==> src/blle_pkg.sv <==
// Shared types and codes for the bounded linked list engine.
// Used by blle_store, blle_ctrl and bounded_linked_list_engine_unit.
package blle_pkg;

   // operation codes carried in the request tuser
   localparam logic [2:0] FUNC_APPEND       = 3'd0;
   localparam logic [2:0] FUNC_PREPEND      = 3'd1;
   localparam logic [2:0] FUNC_REMOVE_VAL   = 3'd2;
   localparam logic [2:0] FUNC_REMOVE_LAST  = 3'd3;
   localparam logic [2:0] FUNC_REMOVE_FIRST = 3'd4;

   // result status codes
   typedef enum logic [1:0] {
      ST_OK      = 2'd0,
      ST_EMPTY   = 2'd1,
      ST_FULL    = 2'd2,
      ST_MISSING = 2'd3
   } status_type;

   // write strobes from the sequencer to the node store
   typedef struct packed {
      logic val_we;
      logic link_we;
   } wr_ctl_type;

endpackage

==> src/blle_ctrl.sv <==
// Sequencer of the linked list engine: list pointers, free list, walks.
// Drives the node store ports of blle_store. Depends on blle_pkg.
module blle_ctrl #(
   parameter int DEPTH      = 256,
   parameter int DATA_WIDTH = 32,
   parameter int AW         = 8,
   parameter int CW         = 9
) (
   input  logic                   clock,
   input  logic                   reset,
   // request item
   input  logic                   req_valid,
   output logic                   req_ready,
   input  logic [2:0]             req_func,
   input  logic signed [31:0]     req_value,
   // node store
   output blle_pkg::wr_ctl_type   wr_ctl,
   output logic [AW-1:0]          wr_addr,
   output logic [DATA_WIDTH-1:0]  wr_value,
   output logic [AW-1:0]          wr_link,
   output logic [AW-1:0]          rd_addr,
   input  logic [DATA_WIDTH-1:0]  rd_value,
   input  logic [AW-1:0]          rd_link,
   // result item
   output logic                   res_valid,
   input  logic                   res_ready,
   output blle_pkg::status_type   res_status,
   output logic [31:0]            res_value,
   output logic [8:0]             res_count
);

   typedef enum logic [8:0] {
      S_IDLE   = 9'b000000001,
      S_ALLOC  = 9'b000000010,
      S_NODE   = 9'b000000100,
      S_TAIL   = 9'b000001000,
      S_TAKE   = 9'b000010000,
      S_WALK   = 9'b000100000,
      S_UNLINK = 9'b001000000,
      S_FREE   = 9'b010000000,
      S_RESP   = 9'b100000000
   } state_type;

   state_type             state_ff, state_in;
   logic [2:0]            func_ff, func_in;
   logic [DATA_WIDTH-1:0] val_ff, val_in;
   logic [AW-1:0]         cur_ff, cur_in;
   logic [AW-1:0]         prev_ff, prev_in;
   logic [AW-1:0]         rel_ff, rel_in;
   logic [AW-1:0]         ulink_ff, ulink_in;
   logic [CW-1:0]         pos_ff, pos_in;
   logic [AW-1:0]         head_ff, head_in;
   logic [AW-1:0]         tail_ff, tail_in;
   logic [AW-1:0]         free_head_ff, free_head_in;
   logic [CW-1:0]         count_ff, count_in;
   logic [CW-1:0]         free_count_ff, free_count_in;
   logic [CW-1:0]         fresh_ff, fresh_in;
   blle_pkg::status_type  status_ff, status_in;
   logic [31:0]           taken_ff, taken_in;

   logic signed [DATA_WIDTH-1:0] rd_value_s;
   logic [CW-1:0]                cnt_m1;
   logic [CW-1:0]                cnt_m2;
   logic                         is_full;

   assign rd_value_s = rd_value;
   assign cnt_m1     = count_ff - CW'(1);
   assign cnt_m2     = count_ff - CW'(2);
   assign is_full    = (count_ff == CW'(DEPTH));

   // next state and datapath
   always_comb begin
      state_in      = state_ff;
      func_in       = func_ff;
      val_in        = val_ff;
      cur_in        = cur_ff;
      prev_in       = prev_ff;
      rel_in        = rel_ff;
      ulink_in      = ulink_ff;
      pos_in        = pos_ff;
      head_in       = head_ff;
      tail_in       = tail_ff;
      free_head_in  = free_head_ff;
      count_in      = count_ff;
      free_count_in = free_count_ff;
      fresh_in      = fresh_ff;
      status_in     = status_ff;
      taken_in      = taken_ff;
      rd_addr       = cur_ff;
      wr_ctl        = '0;
      wr_addr       = cur_ff;
      wr_value      = val_ff;
      wr_link       = '0;

      case (state_ff)
         S_IDLE: begin
            if (req_valid) begin
               func_in   = req_func;
               val_in    = DATA_WIDTH'(req_value);
               status_in = blle_pkg::ST_OK;
               taken_in  = '0;
               pos_in    = '0;
               case (req_func)
                  blle_pkg::FUNC_APPEND,
                  blle_pkg::FUNC_PREPEND: begin
                     if (is_full) begin
                        status_in = blle_pkg::ST_FULL;
                        state_in  = S_RESP;
                     end else if (free_count_ff != '0) begin
                        // reuse a released node: fetch its link to pop the free list
                        rd_addr  = free_head_ff;
                        cur_in   = free_head_ff;
                        state_in = S_ALLOC;
                     end else begin
                        cur_in   = fresh_ff[AW-1:0];
                        fresh_in = fresh_ff + CW'(1);
                        state_in = S_NODE;
                     end
                  end
                  blle_pkg::FUNC_REMOVE_VAL,
                  blle_pkg::FUNC_REMOVE_FIRST: begin
                     if (count_ff == '0) begin
                        status_in = blle_pkg::ST_EMPTY;
                        state_in  = S_RESP;
                     end else begin
                        rd_addr  = head_ff;
                        cur_in   = head_ff;
                        state_in = S_WALK;
                     end
                  end
                  blle_pkg::FUNC_REMOVE_LAST: begin
                     if (count_ff == '0) begin
                        status_in = blle_pkg::ST_EMPTY;
                        state_in  = S_RESP;
                     end else begin
                        rd_addr  = tail_ff;
                        rel_in   = tail_ff;
                        state_in = S_TAKE;
                     end
                  end
                  default: begin
                     state_in = S_RESP;
                  end
               endcase
            end
         end

         S_ALLOC: begin
            // pop the free list
            free_head_in  = rd_link;
            free_count_in = free_count_ff - CW'(1);
            state_in      = S_NODE;
         end

         S_NODE: begin
            // write the new node, then hook it into the list
            wr_ctl.val_we  = 1'b1;
            wr_ctl.link_we = 1'b1;
            wr_addr        = cur_ff;
            wr_value       = val_ff;
            count_in       = count_ff + CW'(1);
            state_in       = S_RESP;
            if (count_ff == '0) begin
               head_in = cur_ff;
               tail_in = cur_ff;
            end else if (func_ff == blle_pkg::FUNC_APPEND) begin
               state_in = S_TAIL;
            end else begin
               wr_link = head_ff;
               head_in = cur_ff;
            end
         end

         S_TAIL: begin
            // link old tail to the new node
            wr_ctl.link_we = 1'b1;
            wr_addr        = tail_ff;
            wr_link        = cur_ff;
            tail_in        = cur_ff;
            state_in       = S_RESP;
         end

         S_TAKE: begin
            // value of the last node is in hand; find its predecessor if any
            taken_in = 32'(rd_value_s);
            if (count_ff > CW'(1)) begin
               rd_addr  = head_ff;
               cur_in   = head_ff;
               state_in = S_WALK;
            end else begin
               state_in = S_FREE;
            end
         end

         S_WALK: begin
            // node cur_ff at position pos_ff is on the read port
            case (func_ff)
               blle_pkg::FUNC_REMOVE_FIRST: begin
                  taken_in = 32'(rd_value_s);
                  head_in  = rd_link;
                  rel_in   = cur_ff;
                  state_in = S_FREE;
               end
               blle_pkg::FUNC_REMOVE_VAL: begin
                  if (rd_value == val_ff) begin
                     rel_in = cur_ff;
                     if (pos_ff == '0) begin
                        head_in  = rd_link;
                        state_in = S_FREE;
                     end else begin
                        ulink_in = rd_link;
                        if (cur_ff == tail_ff) begin
                           tail_in = prev_ff;
                        end
                        state_in = S_UNLINK;
                     end
                  end else if (pos_ff == cnt_m1) begin
                     status_in = blle_pkg::ST_MISSING;
                     state_in  = S_RESP;
                  end else begin
                     prev_in = cur_ff;
                     cur_in  = rd_link;
                     rd_addr = rd_link;
                     pos_in  = pos_ff + CW'(1);
                  end
               end
               blle_pkg::FUNC_REMOVE_LAST: begin
                  if (pos_ff == cnt_m2) begin
                     prev_in  = cur_ff;
                     tail_in  = cur_ff;
                     ulink_in = '0;
                     state_in = S_UNLINK;
                  end else begin
                     cur_in  = rd_link;
                     rd_addr = rd_link;
                     pos_in  = pos_ff + CW'(1);
                  end
               end
               default: begin
                  state_in = S_RESP;
               end
            endcase
         end

         S_UNLINK: begin
            // bypass the removed node
            wr_ctl.link_we = 1'b1;
            wr_addr        = prev_ff;
            wr_link        = ulink_ff;
            state_in       = S_FREE;
         end

         S_FREE: begin
            // push the removed node on the free list
            wr_ctl.link_we = 1'b1;
            wr_addr        = rel_ff;
            wr_link        = free_head_ff;
            free_head_in   = rel_ff;
            free_count_in  = free_count_ff + CW'(1);
            count_in       = cnt_m1;
            if (count_ff == CW'(1)) begin
               head_in = '0;
               tail_in = '0;
            end
            state_in = S_RESP;
         end

         S_RESP: begin
            if (res_ready) begin
               state_in = S_IDLE;
            end
         end

         default: begin
            state_in = S_IDLE;
         end
      endcase
   end

   // control state
   always_ff @(posedge clock) begin
      if (reset) begin
         state_ff      <= S_IDLE;
         head_ff       <= '0;
         tail_ff       <= '0;
         free_head_ff  <= '0;
         count_ff      <= '0;
         free_count_ff <= '0;
         fresh_ff      <= '0;
      end else begin
         state_ff      <= state_in;
         head_ff       <= head_in;
         tail_ff       <= tail_in;
         free_head_ff  <= free_head_in;
         count_ff      <= count_in;
         free_count_ff <= free_count_in;
         fresh_ff      <= fresh_in;
      end
   end

   // item payload and walk registers
   always_ff @(posedge clock) begin
      func_ff   <= func_in;
      val_ff    <= val_in;
      cur_ff    <= cur_in;
      prev_ff   <= prev_in;
      rel_ff    <= rel_in;
      ulink_ff  <= ulink_in;
      pos_ff    <= pos_in;
      status_ff <= status_in;
      taken_ff  <= taken_in;
   end

   assign req_ready  = (state_ff == S_IDLE);
   assign res_valid  = (state_ff == S_RESP);
   assign res_status = status_ff;
   assign res_value  = taken_ff;
   assign res_count  = 9'(count_ff);

endmodule
==> config.mk <==
export PLATFORM = sky130hd
export DESIGN_NAME = blle_ctrl
export DESIGN_NICKNAME = d
export VERILOG_FILES = /design/src/blle_pkg.sv /design/src/blle_ctrl.sv
export SDC_FILE = /design/constraint.sdc
export NUM_CORES = 1
export LEC_CHECK = 0
export BUFFER_PORTS_ARGS = -buffer_cell sky130_fd_sc_hd__clkbuf_2
export CORE_MARGIN = 1
export CORE_UTILIZATION = 30
export CTS_CLUSTER_DIAMETER = 200
export DETAILED_ROUTE_END_ITERATION = 16
export PLACE_DENSITY = 0.49
export SLEW_MARGIN = 20
export SYNTH_ARGS = -nofsm -noshare
export SYNTH_HDL_FRONTEND = slang
export SYNTH_SLANG_ARGS = --single-unit
==> constraint.sdc <==
create_clock -name clock -period 4.9 [get_ports clock]
set_input_delay 0.735 -clock clock [delete_from_list [all_inputs] [get_ports clock]]
set_output_delay 0.735 -clock clock [all_outputs]
set_load 0.005 [all_outputs]
# --- Word level (Yosys, flattened, before mapping) ---
# Index checks and enable logic that the tools add are counted.
totals:
  ff_bits: 170
  inputBits: 79
  mem_count: 0
  word_cells: 190
  latch_bits: 0
  output_inout_bits: 103
  ramBits: 0
  mem_bits_ro: 0
op_classes:
  div: 0
  add_sub_neg: 7
  mux: 85
  mul: 0
  n_eq_ne: 50
  reduce_logical: 29
  n_shift: 0
  bitwise_logic: 2
  order_cmp: 1
ops:
  columns: ["cell", "count"]
  rows:
  - ["2-to-1 mux 8 bit", 34]
  - ["one-hot mux 8 bit (2 select lines)", 9]
  - ["2-to-1 mux 9 bit", 14]
  - ["one-hot mux 8 bit (3 select lines)", 5]
  - ["one-hot mux 32 bit (3 select lines)", 1]
  - ["one-hot mux 9 bit (2 select lines)", 4]
  - ["one-hot mux 9 bit (8 select lines)", 1]
  - ["2-to-1 mux 32 bit", 2]
  - ["one-hot mux 8 bit (4 select lines)", 2]
  - ["one-hot mux 9 bit (3 select lines)", 2]
  - ["adder 9 x 1 -> 9 bit (second input constant)", 4]
  - ["== test 32 bit", 1]
  - ["!= test 3 bit (second input constant)", 10]
  - ["!= test 2 bit (second input constant)", 10]
  - ["AND reduction 5 bit", 4]
  - ["== test 9 x 1 -> 1 bit (second input constant)", 2]
  - ["== test 9 bit", 2]
  - ["== test 9 bit (second input constant)", 2]
  - ["zero test 9 bit", 2]
  - ["AND reduction 6 bit", 3]
  - ["subtractor 9 x 1 -> 9 bit (second input constant)", 2]
  - ["== test 3 x 2 -> 1 bit (second input constant)", 4]
  - ["2-to-1 mux 2 bit", 5]
  - ["== test 9 x 2 -> 1 bit (second input constant)", 1]
  - ["31 further kinds", 48]

# --- Depth between registers and ports, before layout ---
logic_depth:
  ltp_word: 6
  depth_mapped: 16
  depth_no_buf: 14

# --- Least setup slack after synthesis ---
# No wires, ideal clock.
synth_timing:
  path_kind: "reg2reg"
  start: "reg state_ff[6]"
  end: "reg taken_ff[0], in the netlist res_value[0] (enable)"
  path_slack_ns: 0.561
  path_buffers: 0
  synth_period_minus_slack_ns: 4.339
  t_arrival_ns: 3.878
  stages_incl_launch_ff: 7
  required_ns: 4.439
  path_cell_list: "dfxtp_1 nor4_4 nand2_1 or4b_4 nand2_2 nor2_1 nor3_1"
synth_between:
  elab_chain_len: 3
  word_cells_on_any_way: 7
  cone_classes: "eq/ne: 5; reduce/logical: 2"
synth_rtl:
  columns: ["element", "line", "rtl"]
  rows:
  - ["start, declared", "blle_ctrl.sv:44", "state_type state_ff, state_in;"]
  - ["start signal, assigned", "blle_ctrl.sv:291", "state_ff <= state_in;"]
  - ["== test 9 x 6 -> 1 bit (tied with other cells)", "blle_ctrl.sv:95", "case (state_ff)"]
  - ["!= test 2 x 1 -> 1 bit (no line) (tied with other cells)", null, null]
  - ["AND reduction 3 bit (no line) (*)", null, null]
  - ["end signal, assigned", "blle_ctrl.sv:311", "taken_ff <= taken_in;"]
  - ["end, declared", "blle_ctrl.sv:59", "logic [31:0] taken_ff, taken_in;"]
# Mark *: on every way between the ends. The rest lies on a longest branch, timed or not.
# A chain may end at the register's enable or synchronous reset.

# --- Worst setup path in the final report ---
layout_timing:
  start: "reg count_ff[2], in the netlist res_count[2]"
  end: "out rd_addr[6]"
layout_between:
  elab_chain_len: 6
  word_cells_on_any_way: 18
  cone_classes: "add/sub: 2; order compare: 1; eq/ne: 3; mux: 11; reduce/logical: 1"
layout_rtl:
  columns: ["element", "line", "rtl"]
  rows:
  - ["start, declared", "blle_ctrl.sv:55", "logic [CW-1:0] count_ff, count_in;"]
  - ["start signal, assigned", "blle_ctrl.sv:295", "count_ff <= count_in;"]
  - ["subtractor 9 x 1 -> 9 bit", "blle_ctrl.sv:67", "assign cnt_m1 = count_ff - CW'(1);"]
  - ["== test 9 bit", "blle_ctrl.sv:217", "end else if (pos_ff == cnt_m1) begin"]
  - ["2-to-1 mux 8 bit", "blle_ctrl.sv:217", null]
  - ["2-to-1 mux 8 bit", "blle_ctrl.sv:205", "if (rd_value == val_ff) begin"]
  - ["one-hot mux 8 bit (2 select lines)", "blle_ctrl.sv:197", "case (func_ff)"]
  - ["one-hot mux 8 bit (3 select lines) (*)", "blle_ctrl.sv:95", null]
  - ["end, declared", "blle_ctrl.sv:21", "output logic [AW-1:0] rd_addr,"]
# Marks and branches as above.

==> flow_summary.toml <==
[setup_path]
startpoint_type = "flop"
worstSetupPathType = "reg2out"
cp_data_arrival_time_ns = 3.75
worstReg2RegStart = "state_ff[0]"
cp_slowest_stage_delay_ns = 0.57
path_max_fanout = 17
r2r_slack_ns = 1.29
slowest_stage = "dfxtp_1"
crit_family = "compound AO/OA/AOI/OAI gates"
critPathBufInv = 2
critPathMostFrequentCell = "a221oi_1"
crit_start = "res_count[2]"
crit_chain = "inv_1 -> ha_1 -> xnor2_1 -> a221oi_1 -> a41o_1 -> o211a_1 -> nand2b_2 -> a21oi_4 -> a221oi_1 -> a2bb2oi_1 -> clkbuf_2"
crit_required_ns = 4.16
endpoint_kind = "output pin"

[synth]
synth_cells = 1051
synth_edf_count = 110
synth_compound_area_share_pct = 18.66
synth_top_family_by_area = "simple AND/OR/NAND/NOR gates"
synth_fa_ha_area_share_pct = 2.312
synth_cell_types = 88
ys_warn_count = 0
syn_nets = 1148
ys.flop_type = "edfxtp_1"
async_flop_share_pct = 0
synth-xor-area-share_pct = 6.861
synthesis.area_um2 = 10070
yosys-mux-area-fraction_pct = 1.877
synth_seq_cells = 169
ys_seq_area_share_pct = 44.54
synth-simple-area-share_pct = 21.51
syn_avg_cell_area_um2 = 9.579

[placed_design]
gp_congestion = 0.8886
io_buffer_count = 181
pre_cts_ws_ns = 0.7066
dp.final_hpwl_mm = 25.48

[floorplanning]
num_io_pins = 182
num_rows = 66
dieArea_um2 = 34290
die_height_um = 185.2
die_x_um = 185.2
start_util_pct = 30.71
core-area_um2 = 32780

[drt]
wirelength_mm = 34.03
dr.pass1.iters = 6
vias = 8796
ant_nets = 0
viasPerCell = 5.312
drt_iter0_drc = 642
wl_per_cell_um = 20.55
drc_errors = 0

[clock_network]
cts_resized = 0
cts_hold_buffers = 0
clock_sinks = 169
cts_tree = "built"
clkLatencyLatePin_ns = 0.44
cts_buffers = 17
cts_setup_buffers = 0
cts_root_buf = "clkbuf_16"
cts_buffer_depth = 2
path_clk_slew_ns = 0.07
htreeDepth = 4

[grt]
grt_pass1_vias = 8337
grt_usage_pct = 19.96
grt_start_max_net_pins = 39
antenna_found_initial = 0
grt_pass1_wl_mm = 50.97
overflow = 0

[timing]
hold_viol = 0
slew_headroom_pct = 32.82
slew_violations = 0
grt_setup_unrepaired = "no"
setup-tns-final_ns = 0
fin_crit_ns = 4.483
skew_ns = 0.01058
post-route-period-util_pct = 91.50
setup_viol = 0
layout_setup_ws_ns = 0.4167
tightestPinTransition_ns = 0.9999
fmax_mhz = 223.0

[worst_hold_path]
hp-class = "in2reg"
hold_start = "req_value[25]"

[layout]
fin_nets = 1298
final_common_cell = "clkbuf_2"
synthToLayoutAreaGrowth_pct = 18.59
final_core_util_pct = 36.42
diodes = 0
drive_gt1_share_pct = 22.90
final_cell_mix = "clkbuf_2 (181), nand2_1 (118), edfxtp_1 (110)"

[power_and_ir_drop]
power_w = 0.003845
power.density_nw_per_um2 = 322.0
peakVddDrop_uv = 253.6
leakage_nw = 4.599

[job]
cap_violations = 0

[outcome]
outcome = "completed"
==> layout make-up <==
type	count	area, µm²
fill	3384	20850
multi-input combinational	790	5177
sequential	169	4484
timing repair buffer	206	1094
tap	442	553.0
clock buffer	21	471.7
clock inverter	11	95.09
inverter	17	63.81
==> sequential cells by signal, indices dropped and copies added, names as in the netlist, 9 cells and up <==
signal	flops
res_value	32
state_ff	9
res_count	9
free_count_ff	9
pos_ff	9
wr_value	32
==> synthesized netlist by cell type, types with 9 or more instances <==
cell / n / area [µm²]
nand2_1: 118 / 442.9
edfxtp_1: 110 / 3303
nor2_1: 103 / 386.6
a21oi_1: 63 / 315.3
dfxtp_1: 59 / 1181
xnor2_1: 51 / 446.7
and2_1: 47 / 294.0
clkbuf_1: 42 / 157.7
a22oi_1: 31 / 232.7
o21ai_0: 29 / 145.1
nand3_1: 28 / 140.1
xor2_1: 26 / 227.7
nand4_1: 19 / 118.9
nor3_1: 19 / 95.09
ha_1: 17 / 212.7
inv_1: 16 / 60.06
a221oi_1: 14 / 122.6
buf_2: 14 / 70.07
a22o_1: 13 / 113.9
mux2i_1: 11 / 110.1
a31oi_1: 10 / 62.56
and3_1: 10 / 62.56
nor4_1: 10 / 62.56
o22ai_1: 10 / 62.56
a221o_1: 9 / 90.09
a311oi_1: 9 / 78.83
==> layer usage <==
metal	up-vias	track usage (%)	share of wire (%)
met5	-	0	0
met4	0	6.314	2.1
met1	4194	26.18	45
li1	4186	-	-
met2	380	32.47	45
met3	36	4.424	7.5
==> through the flow <==
step,std cells,hold WS [ns],instance area [µm²]
final,1656,0.4714,11940
after global routing,1656,0.4475,11940
after CTS,1656,0.4422,11940
after detailed placement,1624,0.4850,11370
after global placement,1624,0.4794,11370
after floorplan,1051,0.4557,10070
==> worst paths after layout <==
| kind | to | depth (start not counted) |
|---|---|---|
| setup / recovery | rd_addr[6] | 11 |
| hold reg to reg | fresh_ff[7] | 2 |
| setup reg to reg | free_count_ff[8] | 14 |
| hold / removal | wr_value[25] | 1 |
==> worst reg2reg max path: stages, from the launching register on <==
cell      delay [ns]
dfxtp_1         0.38
nor3_2          0.25
and2_1          0.18
nand2_1         0.12
nor3b_4         0.22
inv_1           0.22
fa_1            0.47
a21o_1          0.18
a21oi_1         0.21
o21bai_1        0.09
a21oi_1         0.23
o21bai_1        0.09
a21oi_1         0.25
nor3_1          0.08
or4_1           0.52
==> cells by family (layout without fill, tap and decap cells) <==
| group | count (synthesis) | after routing |
|---|---|---|
| adder cells (fa/ha/maj) | 18 | 18 |
| AND/OR/NAND/NOR | 420 | 420 |
| XOR/XNOR | 78 | 78 |
| flip-flops | 169 | 169 |
| buffers and inverters | 92 | 255 |
| multiplexers | 18 | 18 |
| AO/OA/AOI/OAI | 256 | 256 |
==> report_power, final <==
part | switching (W) | total [W] | internal (W)
sequential | 0.000129 | 0.00184 | 0.00171
clock | 0.000590 | 0.00133 | 0.000742
combinational | 0.000405 | 0.000674 | 0.000270
total | 0.00112 | 0.00384 | 0.00272
Note: power is estimated with default switching activity, not from simulation.
